**config.mk**
```make
export PLATFORM = sky130hd
export DESIGN_NAME = altu_ctrl
export DESIGN_NICKNAME = d
export VERILOG_FILES = /design/src/rtl/altu_pkg.sv /design/src/rtl/altu_ctrl.sv
export SDC_FILE = /design/constraint.sdc
export NUM_CORES = 1
export LEC_CHECK = 0
export BUFFER_PORTS_ARGS = -buffer_cell sky130_fd_sc_hd__buf_2
export CORE_MARGIN = 4
export CORE_UTILIZATION = 38
export DETAILED_ROUTE_END_ITERATION = 16
export MAX_ROUTING_LAYER = met4
export PLACE_DENSITY = 0.52
export SYNTH_ARGS = -nofsm -noshare
export SYNTH_HDL_FRONTEND = slang
export SYNTH_SLANG_ARGS = --single-unit
```
**constraint.sdc**
```tcl
create_clock -name clk -period 4.45 [get_ports clk]
set_input_delay 0.2225 -clock clk [delete_from_list [all_inputs] [get_ports clk]]
set_output_delay 0.2225 -clock clk [all_outputs]
set_load 0.02 [all_outputs]
```
**src/rtl/altu_pkg.sv**
```systemverilog
// Shared constants, operation codes and controller/datapath command types.
package altu_pkg;

	localparam int Capacity  = 256;
	localparam int ElemWidth = 32;
	localparam int IdxWidth  = $clog2(Capacity);
	localparam int CntWidth  = IdxWidth + 1;

	localparam logic [3:0] OP_APPEND    = 4'd0;
	localparam logic [3:0] OP_INSERT    = 4'd1;
	localparam logic [3:0] OP_REMOVE_AT = 4'd2;
	localparam logic [3:0] OP_REMOVE_V  = 4'd3;
	localparam logic [3:0] OP_FIND_FST  = 4'd4;
	localparam logic [3:0] OP_FIND_LST  = 4'd5;
	localparam logic [3:0] OP_BSEARCH   = 4'd6;
	localparam logic [3:0] OP_READ      = 4'd7;
	localparam logic [3:0] OP_WRITE     = 4'd8;
	localparam logic [3:0] OP_CLEAR     = 4'd9;
	localparam logic [3:0] OP_REVERSE   = 4'd10;

	localparam logic [1:0] ST_OK    = 2'd0;
	localparam logic [1:0] ST_RANGE = 2'd1;
	localparam logic [1:0] ST_FULL  = 2'd2;

	// Datapath commands from the controller.
	typedef struct packed {
		logic                 mem_rd;
		logic [IdxWidth-1:0]  rd_addr;
		logic                 mem_wr;
		logic [IdxWidth-1:0]  wr_addr;
		logic                 wr_sel_val;  // write the item value, else held data
		logic                 hold_ld;     // capture read data into hold register
		logic                 rdata_ld;    // capture read data as result read data
	} dp_cmd_t;

	// Datapath status back to the controller.
	typedef struct packed {
		logic                 eq;
		logic                 gt;
	} dp_sts_t;

endpackage

```
**src/rtl/altu_ctrl.sv**
```systemverilog
// Controller state machine sequencing list operations over the datapath.
module altu_ctrl
	import altu_pkg::*;
(
	input  logic                clk,
	input  logic                arst_n,
	input  logic                in_valid,
	output logic                in_ready,
	input  logic [3:0]          op,
	input  logic [IdxWidth-1:0] position,
	input  dp_sts_t             sts,
	output dp_cmd_t             cmd,
	output logic                out_valid,
	input  logic                out_ready,
	output logic                found,
	output logic [IdxWidth-1:0] found_index,
	output logic                rdata_vld,
	output logic [CntWidth-1:0] length,
	output logic [1:0]          status
);

	localparam logic [3:0] S_IDLE   = 4'd0;
	localparam logic [3:0] S_DISP   = 4'd1;
	localparam logic [3:0] S_INS_RD = 4'd2;
	localparam logic [3:0] S_INS_WR = 4'd3;
	localparam logic [3:0] S_DN_RD  = 4'd4;
	localparam logic [3:0] S_DN_WR  = 4'd5;
	localparam logic [3:0] S_SRCH   = 4'd6;
	localparam logic [3:0] S_SCHK   = 4'd7;
	localparam logic [3:0] S_BS     = 4'd8;
	localparam logic [3:0] S_BCHK   = 4'd9;
	localparam logic [3:0] S_RD     = 4'd10;
	localparam logic [3:0] S_RV_A   = 4'd11;
	localparam logic [3:0] S_RV_B   = 4'd12;
	localparam logic [3:0] S_RV_W   = 4'd13;
	localparam logic [3:0] S_RV_W2  = 4'd14;
	localparam logic [3:0] S_DONE   = 4'd15;

	logic [3:0]          state_q;
	logic [3:0]          op_q;
	logic [IdxWidth-1:0] pos_q;
	logic [CntWidth-1:0] cnt_q;
	logic [CntWidth-1:0] i_q;      // walking index
	logic [CntWidth-1:0] j_q;      // second index for reverse
	logic [CntWidth:0]   lo_q;
	logic [CntWidth:0]   hi_q;
	logic                found_q;
	logic [IdxWidth-1:0] fidx_q;
	logic [1:0]          status_q;
	logic                rdv_q;
	logic                res_vld_q;
	logic [CntWidth:0]   mid;

	assign mid = lo_q + ((hi_q - lo_q) >> 1);

	// Issue memory commands for the current state.
	always_comb begin
		cmd = '0;
		unique case (state_q)
			S_INS_RD: begin
				cmd.mem_rd  = (i_q != {1'b0, pos_q});
				cmd.rd_addr = i_q[IdxWidth-1:0] - 1'b1;
				cmd.mem_wr  = (i_q != cnt_q);
				cmd.wr_addr = i_q[IdxWidth-1:0] + 1'b1;
			end
			S_INS_WR: begin
				if (i_q == {1'b0, pos_q}) begin
					cmd.mem_wr     = 1'b1;
					cmd.wr_addr    = pos_q;
					cmd.wr_sel_val = 1'b1;
				end else begin
					cmd.hold_ld = 1'b1;
				end
			end
			S_DN_RD: begin
				cmd.mem_rd  = 1'b1;
				cmd.rd_addr = i_q[IdxWidth-1:0] + 1'b1;
			end
			S_DN_WR: begin
				cmd.hold_ld = 1'b1;
			end
			S_SRCH: begin
				cmd.mem_rd  = 1'b1;
				cmd.rd_addr = i_q[IdxWidth-1:0];
			end
			S_BS: begin
				cmd.mem_rd  = 1'b1;
				cmd.rd_addr = mid[IdxWidth-1:0];
			end
			S_RD: begin
				cmd.rdata_ld = 1'b1;
			end
			S_RV_A: begin
				cmd.mem_rd  = 1'b1;
				cmd.rd_addr = i_q[IdxWidth-1:0];
			end
			S_RV_B: begin
				cmd.mem_rd  = 1'b1;
				cmd.rd_addr = j_q[IdxWidth-1:0];
				cmd.hold_ld = 1'b1;
			end
			S_RV_W: begin
				cmd.mem_wr  = 1'b1;
				cmd.wr_addr = j_q[IdxWidth-1:0];
				cmd.hold_ld = 1'b1;
			end
			S_RV_W2: begin
				cmd.mem_wr  = 1'b1;
				cmd.wr_addr = i_q[IdxWidth-1:0];
			end
			S_DISP: begin
				cmd.mem_rd  = (op_q == OP_READ);
				cmd.rd_addr = pos_q;
				cmd.mem_wr  = (op_q == OP_APPEND && cnt_q < CntWidth'(Capacity))
					|| (op_q == OP_WRITE && {1'b0, pos_q} < cnt_q);
				cmd.wr_addr = (op_q == OP_APPEND) ? cnt_q[IdxWidth-1:0] : pos_q;
				cmd.wr_sel_val = 1'b1;
			end
			default: begin
			end
		endcase
		// Shift writes come out of the hold register in the cycle after capture.
		if (state_q == S_DN_RD && i_q != {1'b0, pos_q}) begin
			cmd.mem_wr  = 1'b1;
			cmd.wr_addr = i_q[IdxWidth-1:0] - 1'b1;
		end
	end

	// Sequence each operation.
	always_ff @(posedge clk or negedge arst_n) begin
		if (!arst_n) begin
			state_q   <= S_IDLE;
			cnt_q     <= '0;
			res_vld_q <= 1'b0;
			op_q      <= '0;
			pos_q     <= '0;
			i_q       <= '0;
			j_q       <= '0;
			lo_q      <= '0;
			hi_q      <= '0;
			found_q   <= 1'b0;
			fidx_q    <= '0;
			status_q  <= ST_OK;
			rdv_q     <= 1'b0;
		end else begin
			if (res_vld_q && out_ready) begin
				res_vld_q <= 1'b0;
			end
			unique case (state_q)
				S_IDLE: begin
					if (in_valid && !res_vld_q) begin
						op_q     <= op;
						pos_q    <= position;
						found_q  <= 1'b0;
						fidx_q   <= '0;
						status_q <= ST_OK;
						rdv_q    <= 1'b0;
						state_q  <= S_DISP;
					end
				end
				S_DISP: begin
					state_q <= S_DONE;
					unique case (op_q)
						OP_APPEND: begin
							if (cnt_q >= CntWidth'(Capacity)) status_q <= ST_FULL;
							else cnt_q <= cnt_q + 1'b1;
						end
						OP_INSERT: begin
							if ({1'b0, pos_q} > cnt_q) status_q <= ST_RANGE;
							else if (cnt_q >= CntWidth'(Capacity)) status_q <= ST_FULL;
							else begin
								i_q     <= cnt_q;
								state_q <= S_INS_RD;
							end
						end
						OP_REMOVE_AT: begin
							if ({1'b0, pos_q} >= cnt_q) status_q <= ST_RANGE;
							else begin
								i_q     <= {1'b0, pos_q};
								state_q <= S_DN_RD;
							end
						end
						OP_REMOVE_V: begin
							if (cnt_q != '0) begin
								i_q     <= '0;
								state_q <= S_SRCH;
							end
						end
						OP_FIND_FST, OP_FIND_LST: begin
							if ({1'b0, pos_q} >= cnt_q) status_q <= ST_RANGE;
							else begin
								i_q     <= {1'b0, pos_q};
								state_q <= S_SRCH;
							end
						end
						OP_BSEARCH: begin
							if (cnt_q != '0) begin
								lo_q    <= '0;
								hi_q    <= {1'b0, cnt_q} - 1'b1;
								state_q <= S_BS;
							end
						end
						OP_READ, OP_WRITE: begin
							if ({1'b0, pos_q} >= cnt_q) status_q <= ST_RANGE;
							else if (op_q == OP_READ) state_q <= S_RD;
						end
						OP_CLEAR: cnt_q <= '0;
						OP_REVERSE: begin
							if (cnt_q > CntWidth'(1)) begin
								i_q     <= '0;
								j_q     <= cnt_q - 1'b1;
								state_q <= S_RV_A;
							end
						end
						default: begin
						end
					endcase
				end
				// Insert: read i-1 while the held element goes to i+1; value lands at pos last.
				S_INS_RD: state_q <= S_INS_WR;
				S_INS_WR: begin
					if (i_q == {1'b0, pos_q}) begin
						cnt_q   <= cnt_q + 1'b1;
						state_q <= S_DONE;
					end else begin
						i_q     <= i_q - 1'b1;
						state_q <= S_INS_RD;
					end
				end
				// Remove: read i+1, write it at i (write happens next read).
				S_DN_RD: begin
					if (i_q + 1'b1 >= cnt_q) begin
						cnt_q   <= cnt_q - 1'b1;
						state_q <= S_DONE;
					end else begin
						state_q <= S_DN_WR;
					end
				end
				S_DN_WR: begin
					i_q     <= i_q + 1'b1;
					state_q <= S_DN_RD;
				end
				S_SRCH: state_q <= S_SCHK;
				S_SCHK: begin
					if (sts.eq) begin
						found_q <= 1'b1;
						fidx_q  <= i_q[IdxWidth-1:0];
						if (op_q == OP_REMOVE_V) begin
							pos_q   <= i_q[IdxWidth-1:0];
							state_q <= S_DN_RD;
						end else begin
							state_q <= S_DONE;
						end
					end else if (op_q == OP_FIND_LST) begin
						if (i_q == '0) state_q <= S_DONE;
						else begin
							i_q     <= i_q - 1'b1;
							state_q <= S_SRCH;
						end
					end else begin
						if (i_q + 1'b1 >= cnt_q) state_q <= S_DONE;
						else begin
							i_q     <= i_q + 1'b1;
							state_q <= S_SRCH;
						end
					end
				end
				S_BS: begin
					i_q     <= mid[CntWidth-1:0];
					state_q <= S_BCHK;
				end
				S_BCHK: begin
					if (sts.eq) begin
						found_q <= 1'b1;
						fidx_q  <= i_q[IdxWidth-1:0];
						state_q <= S_DONE;
					end else if (sts.gt) begin
						if (i_q == '0 || {1'b0, i_q} - 1'b1 < lo_q) state_q <= S_DONE;
						else begin
							hi_q    <= {1'b0, i_q} - 1'b1;
							state_q <= S_BS;
						end
					end else begin
						if ({1'b0, i_q} + 1'b1 > hi_q) state_q <= S_DONE;
						else begin
							lo_q    <= {1'b0, i_q} + 1'b1;
							state_q <= S_BS;
						end
					end
				end
				S_RD: begin
					rdv_q   <= 1'b1;
					state_q <= S_DONE;
				end
				// Reverse: read both ends, then swap them.
				S_RV_A:  state_q <= S_RV_B;
				S_RV_B:  state_q <= S_RV_W;
				S_RV_W:  state_q <= S_RV_W2;
				S_RV_W2: begin
					if (i_q + 1'b1 >= j_q - 1'b1) state_q <= S_DONE;
					else begin
						i_q     <= i_q + 1'b1;
						j_q     <= j_q - 1'b1;
						state_q <= S_RV_A;
					end
				end
				S_DONE: begin
					if (!res_vld_q || out_ready) begin
						res_vld_q <= 1'b1;
						state_q   <= S_IDLE;
					end
				end
				default: state_q <= S_IDLE;
			endcase
		end
	end

	assign in_ready    = (state_q == S_IDLE) && !res_vld_q;
	assign out_valid   = res_vld_q;
	assign found       = found_q;
	assign found_index = fidx_q;
	assign rdata_vld   = rdv_q;
	assign length      = cnt_q;
	assign status      = status_q;

endmodule

```
After elaboration in Yosys (flattened, before gate mapping)

Index checks and enable logic that the tools add are counted.

Register bits after elaboration: 76
Output and inout bits: 44
Input port bits: 18

Equal/unequal tests: 59
$lt $le $gt $ge: 10
Muxes and demuxes: 88
Reductions and logical operators: 40
Add/subtract/negate cells: 12

Operators by type and width:

| cell                 | number |
|---|---|
| $mux 9               | 18 |
| $mux 10              | 11 |
| $pmux 9 s6           | 2 |
| $mux 4               | 16 |
| $pmux 4 s16          | 1 |
| $mux 8               | 6 |
| $pmux 9 s5           | 1 |
| $eq 4x4->1 const B   | 11 |
| $pmux 10 s2          | 2 |
| $pmux 9 s2           | 2 |
| $pmux 9 s4           | 1 |
| $eq 4x3->1 const B   | 8 |
| $ne 2x2->1 const B   | 16 |
| $pmux 8 s2           | 2 |
| $pmux 4 s7           | 1 |
| $ne 3x3->1 const B   | 9 |
| $pmux 9 s3           | 1 |
| $sub 9x1->9 const B  | 3 |
| $mux 3               | 7 |
| $sub 9x1->10 const B | 2 |
| $add 9x1->9 const B  | 2 |
| $ge 9x9->1           | 2 |
| $eq 4x2->1 const B   | 4 |
| $reduce_and 12->1    | 1 |
| other kinds (43)     | 80 |

Logic depth before layout (Yosys ltp)

Depth after elaboration: 7
Depth in mapped cells: 16

Least setup slack after synthesis

OpenSTA, ideal clock, no wires.

Path type: register -> register
From: register i_q[0]
To: register i_q[1]
Arrival: 3.454 ns
Setup time: 0.125 ns
Path buffers: 2
Required time: 4.325 ns
Cell stages (with the launch flop): 15
Path slack: 0.871 ns
Path through: dfrtp_1 -> clkbuf_1 -> inv_1 -> nor3_1 -> xnor2_1 -> inv_1 -> ha_1 -> nand3_1 -> o221ai_1 -> a221oi_2 -> a31oi_1 -> nor4_1 -> and2_1 -> buf_6 -> mux2_4

Cells in the longest elaborated chain, start to end: 5
Elaborated cells on any way between the ends: 18
Classes of those cells: add/sub (2); order compare (2); eq/ne (5); mux (7); reduce/logical (2)

Ends and longest elaborated chain:

| item                                                | line             | text |
|---|---|---|
| start: declaration                                  | altu_ctrl.sv:43  | `logic [CntWidth-1:0] i_q;` |
| start signal: assignment                            | altu_ctrl.sv:172 | `i_q <= cnt_q;` |
| start signal: assignment                            | altu_ctrl.sv:179 | `i_q <= {1'b0, pos_q};` |
| start signal: assignment                            | altu_ctrl.sv:192 | `i_q <= {1'b0, pos_q};` |
| branches (longest 5 deep; another with $add 9x1->9) | n/a              |  |

Parallel ways; which one is timed is not known. The select of a mux whose other input is x is not followed.
A chain may end at the register's enable or synchronous reset.

Worst setup path in the final report

From: register i_q[3]
To: register i_q[1]

Cells in the longest elaborated chain, start to end: 4
Elaborated cells on any way between the ends: 10
Classes of those cells: add/sub (1); order compare (2); eq/ne (5); reduce/logical (2)

Ends and longest elaborated chain:

| item                                                      | line |
|---|---|
| $add 9x1->9                                               | altu_ctrl.sv:261, altu_ctrl.sv:300 |
| $ge 9x9->1 (on tied branches)                             | altu_ctrl.sv:261, altu_ctrl.sv:300 |
| $ne 3x3->1 (no line) / $ne 2x2->1 (equally long branches) | n/a |
| $reduce_and 12->1 (no line) *                             | n/a |

Every way passes the cells marked *; elsewhere a longest branch is shown, timed or not.

==> flow_summary.ini <==
[drt]
dr.pass1.iters = 9
num_vias = 7861
ant_nets = 0
detail_route.drc_violations = 0
via_per_inst = 6.08
wl_per_cell_um = 24.1
drt-total-wl_um = 31200
drtIter0Drc = 813

[cts]
cts_tree = built
post_cts_resized = 0
htree_num_levels = 3
numCtsBuffers = 9
cts_buffer_depth = 2
clk_pin_slew_ns = 0.07
cts_root_buffer = clkbuf_16
clk_latency_ns = 0.36
clock_sinks = 76

[sta]
finalCriticalPeriod_ns = 4.17
setup_ws_ns = 0.277
relSlewSlack_pct = 20.9
setup_viol = 0
fin_crit_sh_pct = 93.8
fmax_mhz = 240
clock_skew_ns = 0.0113
worstMarginPinSlew_ns = 1.18
fin_setup_tns_ns = 0
hold_violations = 0
slew_violations = 0
grt_setup_unrepaired = no

[grt]
grt_pass1_vias = 7652
grt_pass1_wl_um = 47100
grt_overflow = 0
grt_max_degree = 45
antenna_found_initial = 0
track_usage_pct = 28.7

[synth]
synth_warnings = 0
syn_area_sq_um = 7650
synthArstFlopShare_pct = 100
ys.flop_type = dfrtp_1
synth_seq_area_share_pct = 24.9
avgSynthCellArea_sq_um = 7.89
synthAdderAreaFrac_pct = 11.5
netlist_top_cells_area = dfrtp_1, ha_1, nand2_1
ys_types = 75
synth_top_area_share_pct = 24.9
ys_ff_latch = 76
syn_nets = 1057
syn-instance-count = 970
synthMuxAreaShare_pct = 4.45
synthSimpleGateAreaFrac_pct = 21.6
synth.largest_area_cell = dfrtp_1
synth-edff-count = 0
synth_top_family_by_area = compound AO/OA/AOI/OAI gates
synth_xor_xnor_area_share_pct = 6.64
synth_compound_area_share_pct = 24.5

[final_layout]
multi_input_comb_area_sq_um = 5270
design_area_sq_um = 8670
final_cell_mix = nand2_1, nor2_1, dfrtp_1, o21ai_0, ha_1
regArea_sq_um = 1900
n_antenna_cell = 0
n_fill_cell = 2089
fin_nets = 1111
area_growth_pct = 13.4
fin_util_pct = 44.1
layout-drive-gt1-share_pct = 14.7
final_common_cell = nand2_1

[power_and_ir_drop]
p_sw_mw = 4.65
clockPowerShare_pct = 9.4
internal_power_mw = 3.82
p_comb_share_pct = 72.8
peakVddDrop_mv = 0.423
power_frac_seq_pct = 17.8
powerDensity_nw_per_um2 = 976
power.total_mw = 8.47
p_leak_nw = 3.85
switching_share_pct = 54.9

[placed_design]
dp_hpwl_um = 23800
post_dp_cell_area_sq_um = 8360
pre_cts_ws_ns = 0.433
portBuffers = 61
place.gp.congestion = 0.967

[worst_setup_path]
critPathRequiredTime_ns = 4.69
start_kind = flop
startpoint = i_q[3]$_DFFE_PN0P_
r2r_slack_ns = 0.28
worstPathArrival_ns = 4.41
crit_end = i_q[1]$_DFFE_PN0P_
reg2reg_depth = 13
critPathKind = reg2reg
reg2reg_from = i_q[3]$_DFFE_PN0P_
path_max_fanout = 9
endpoint_kind = flop
worstReg2RegEnd = i_q[1]$_DFFE_PN0P_

[floorplan]
die_w_um = 150
die_h_um = 150
fp-row-count = 51
io_pins = 62
initial_core_util_pct = 38.9
die-area_sq_um = 22500
coreArea_sq_um = 19700

[run_status]
status = complete, no violations

[job]
drv_cap = 0

[worst_hold_path]
worstHoldPathType = in2reg
holdPathStages = 2
metrics by stage:
step | hold WS [ns] | instances
after detailed placement | 0.204 | 1277
after global routing | 0.111 | 1292
after global placement | 0.205 | 1277
after floorplan | -0.0731 | 970
after CTS | 0.0919 | 1292
final | 0.0903 | 1292
worst max-delay path, cell delays in order, from the launching register on:
cell and delay (ns):
dfrtp_1 0.59, and4_1 0.33, nand2_1 0.08, xor2_1 0.27
inv_1 0.17, ha_1 0.32, a21oi_1 0.16, o221ai_1 0.14
a221oi_2 0.57, a31oi_1 0.22, nor4_1 0.46, and2_1 0.19
buf_4 0.22, mux2_4 0.32
area by class of cell:
type	instances	area share (%)
multi-input cells	771	60.8
clock buffers	9	2.60
clock inverters	5	0.909
well taps	265	3.82
flip-flops and latches	76	21.9
repair buffers	103	7.21
inverters	63	2.73
state kept, by name, summed over array words and instances (netlist names), 2 cells and up:
name / count
lo_q: 10
length: 9
j_q: 9
found_index: 8
pos_q: 8
status: 2
op_q: 4
state_q: 4
i_q: 9
hi_q: 10
how the worst min path moves through the flow:
stage | from | to | slack, ns
3_5_place_dp | arst_n | found$_DFFE_PN0P_ | 0.20
5_1_grt | op[1] | op_q[1]$_DFFE_PN0P_ | 0.11
4_1_cts | op[0] | op_q[0]$_DFFE_PN0P_ | 0.09
2_1_floorplan | arst_n | found$_DFFE_PN0P_ | -0.07
6_report | op[0] | op_q[0]$_DFFE_PN0P_ | 0.09
3_3_place_gp | arst_n | found$_DFFE_PN0P_ | 0.21
power groups by stage:
stage | logic, mW | clock network [mW] | registers (mW)
2_1_floorplan | 4.24 | 0 | 1.33
3_3_place_gp | 6.06 | 0 | 1.50
3_5_place_dp | 6.05 | 0 | 1.50
4_1_cts | 6.09 | 0.809 | 1.49
5_1_grt | 6.76 | 0.833 | 1.54
6_report | 6.16 | 0.798 | 1.51
layer usage:
layer | routed length (um) | share of wire, % | GRT usage (%) | up-vias
li1 | - | - | - | 3650
met3 | 2150 | 6.9 | 4.06 | 78
met4 | 1360 | 4.4 | 12.2 | 0
met5 | 0 | 0 | - | -
met2 | 14200 | 46 | 45.6 | 334
met1 | 13400 | 43 | 36.8 | 3799
kinds of logic (layout without fill, tap and decap cells):
kind of cell	after synthesis	count (layout)
AO/OA/AOI/OAI	272	272
adder cells (fa/ha/maj)	69	69
AND/OR/NAND/NOR	342	342
XOR/XNOR	58	58
buffers and inverters	123	180
multiplexers	30	30
flip-flops	76	76
timing repair:
item,CTS,global route
setup buffers,0,0
hold endpoints to repair,32,0
hold buffers,1,0
cell usage after synthesis, types with 22 or more instances:
library cell    n
ha_1           67
inv_1          63
clkbuf_1       35
nand3_1        39
xor2_1         22
nor2_1         85
dfrtp_1        76
a21oi_1        57
nor3_1         29
xnor2_1        36
nand2_1       111
o21ai_0        67
No activity file was read; power rests on OpenSTA's default activity.
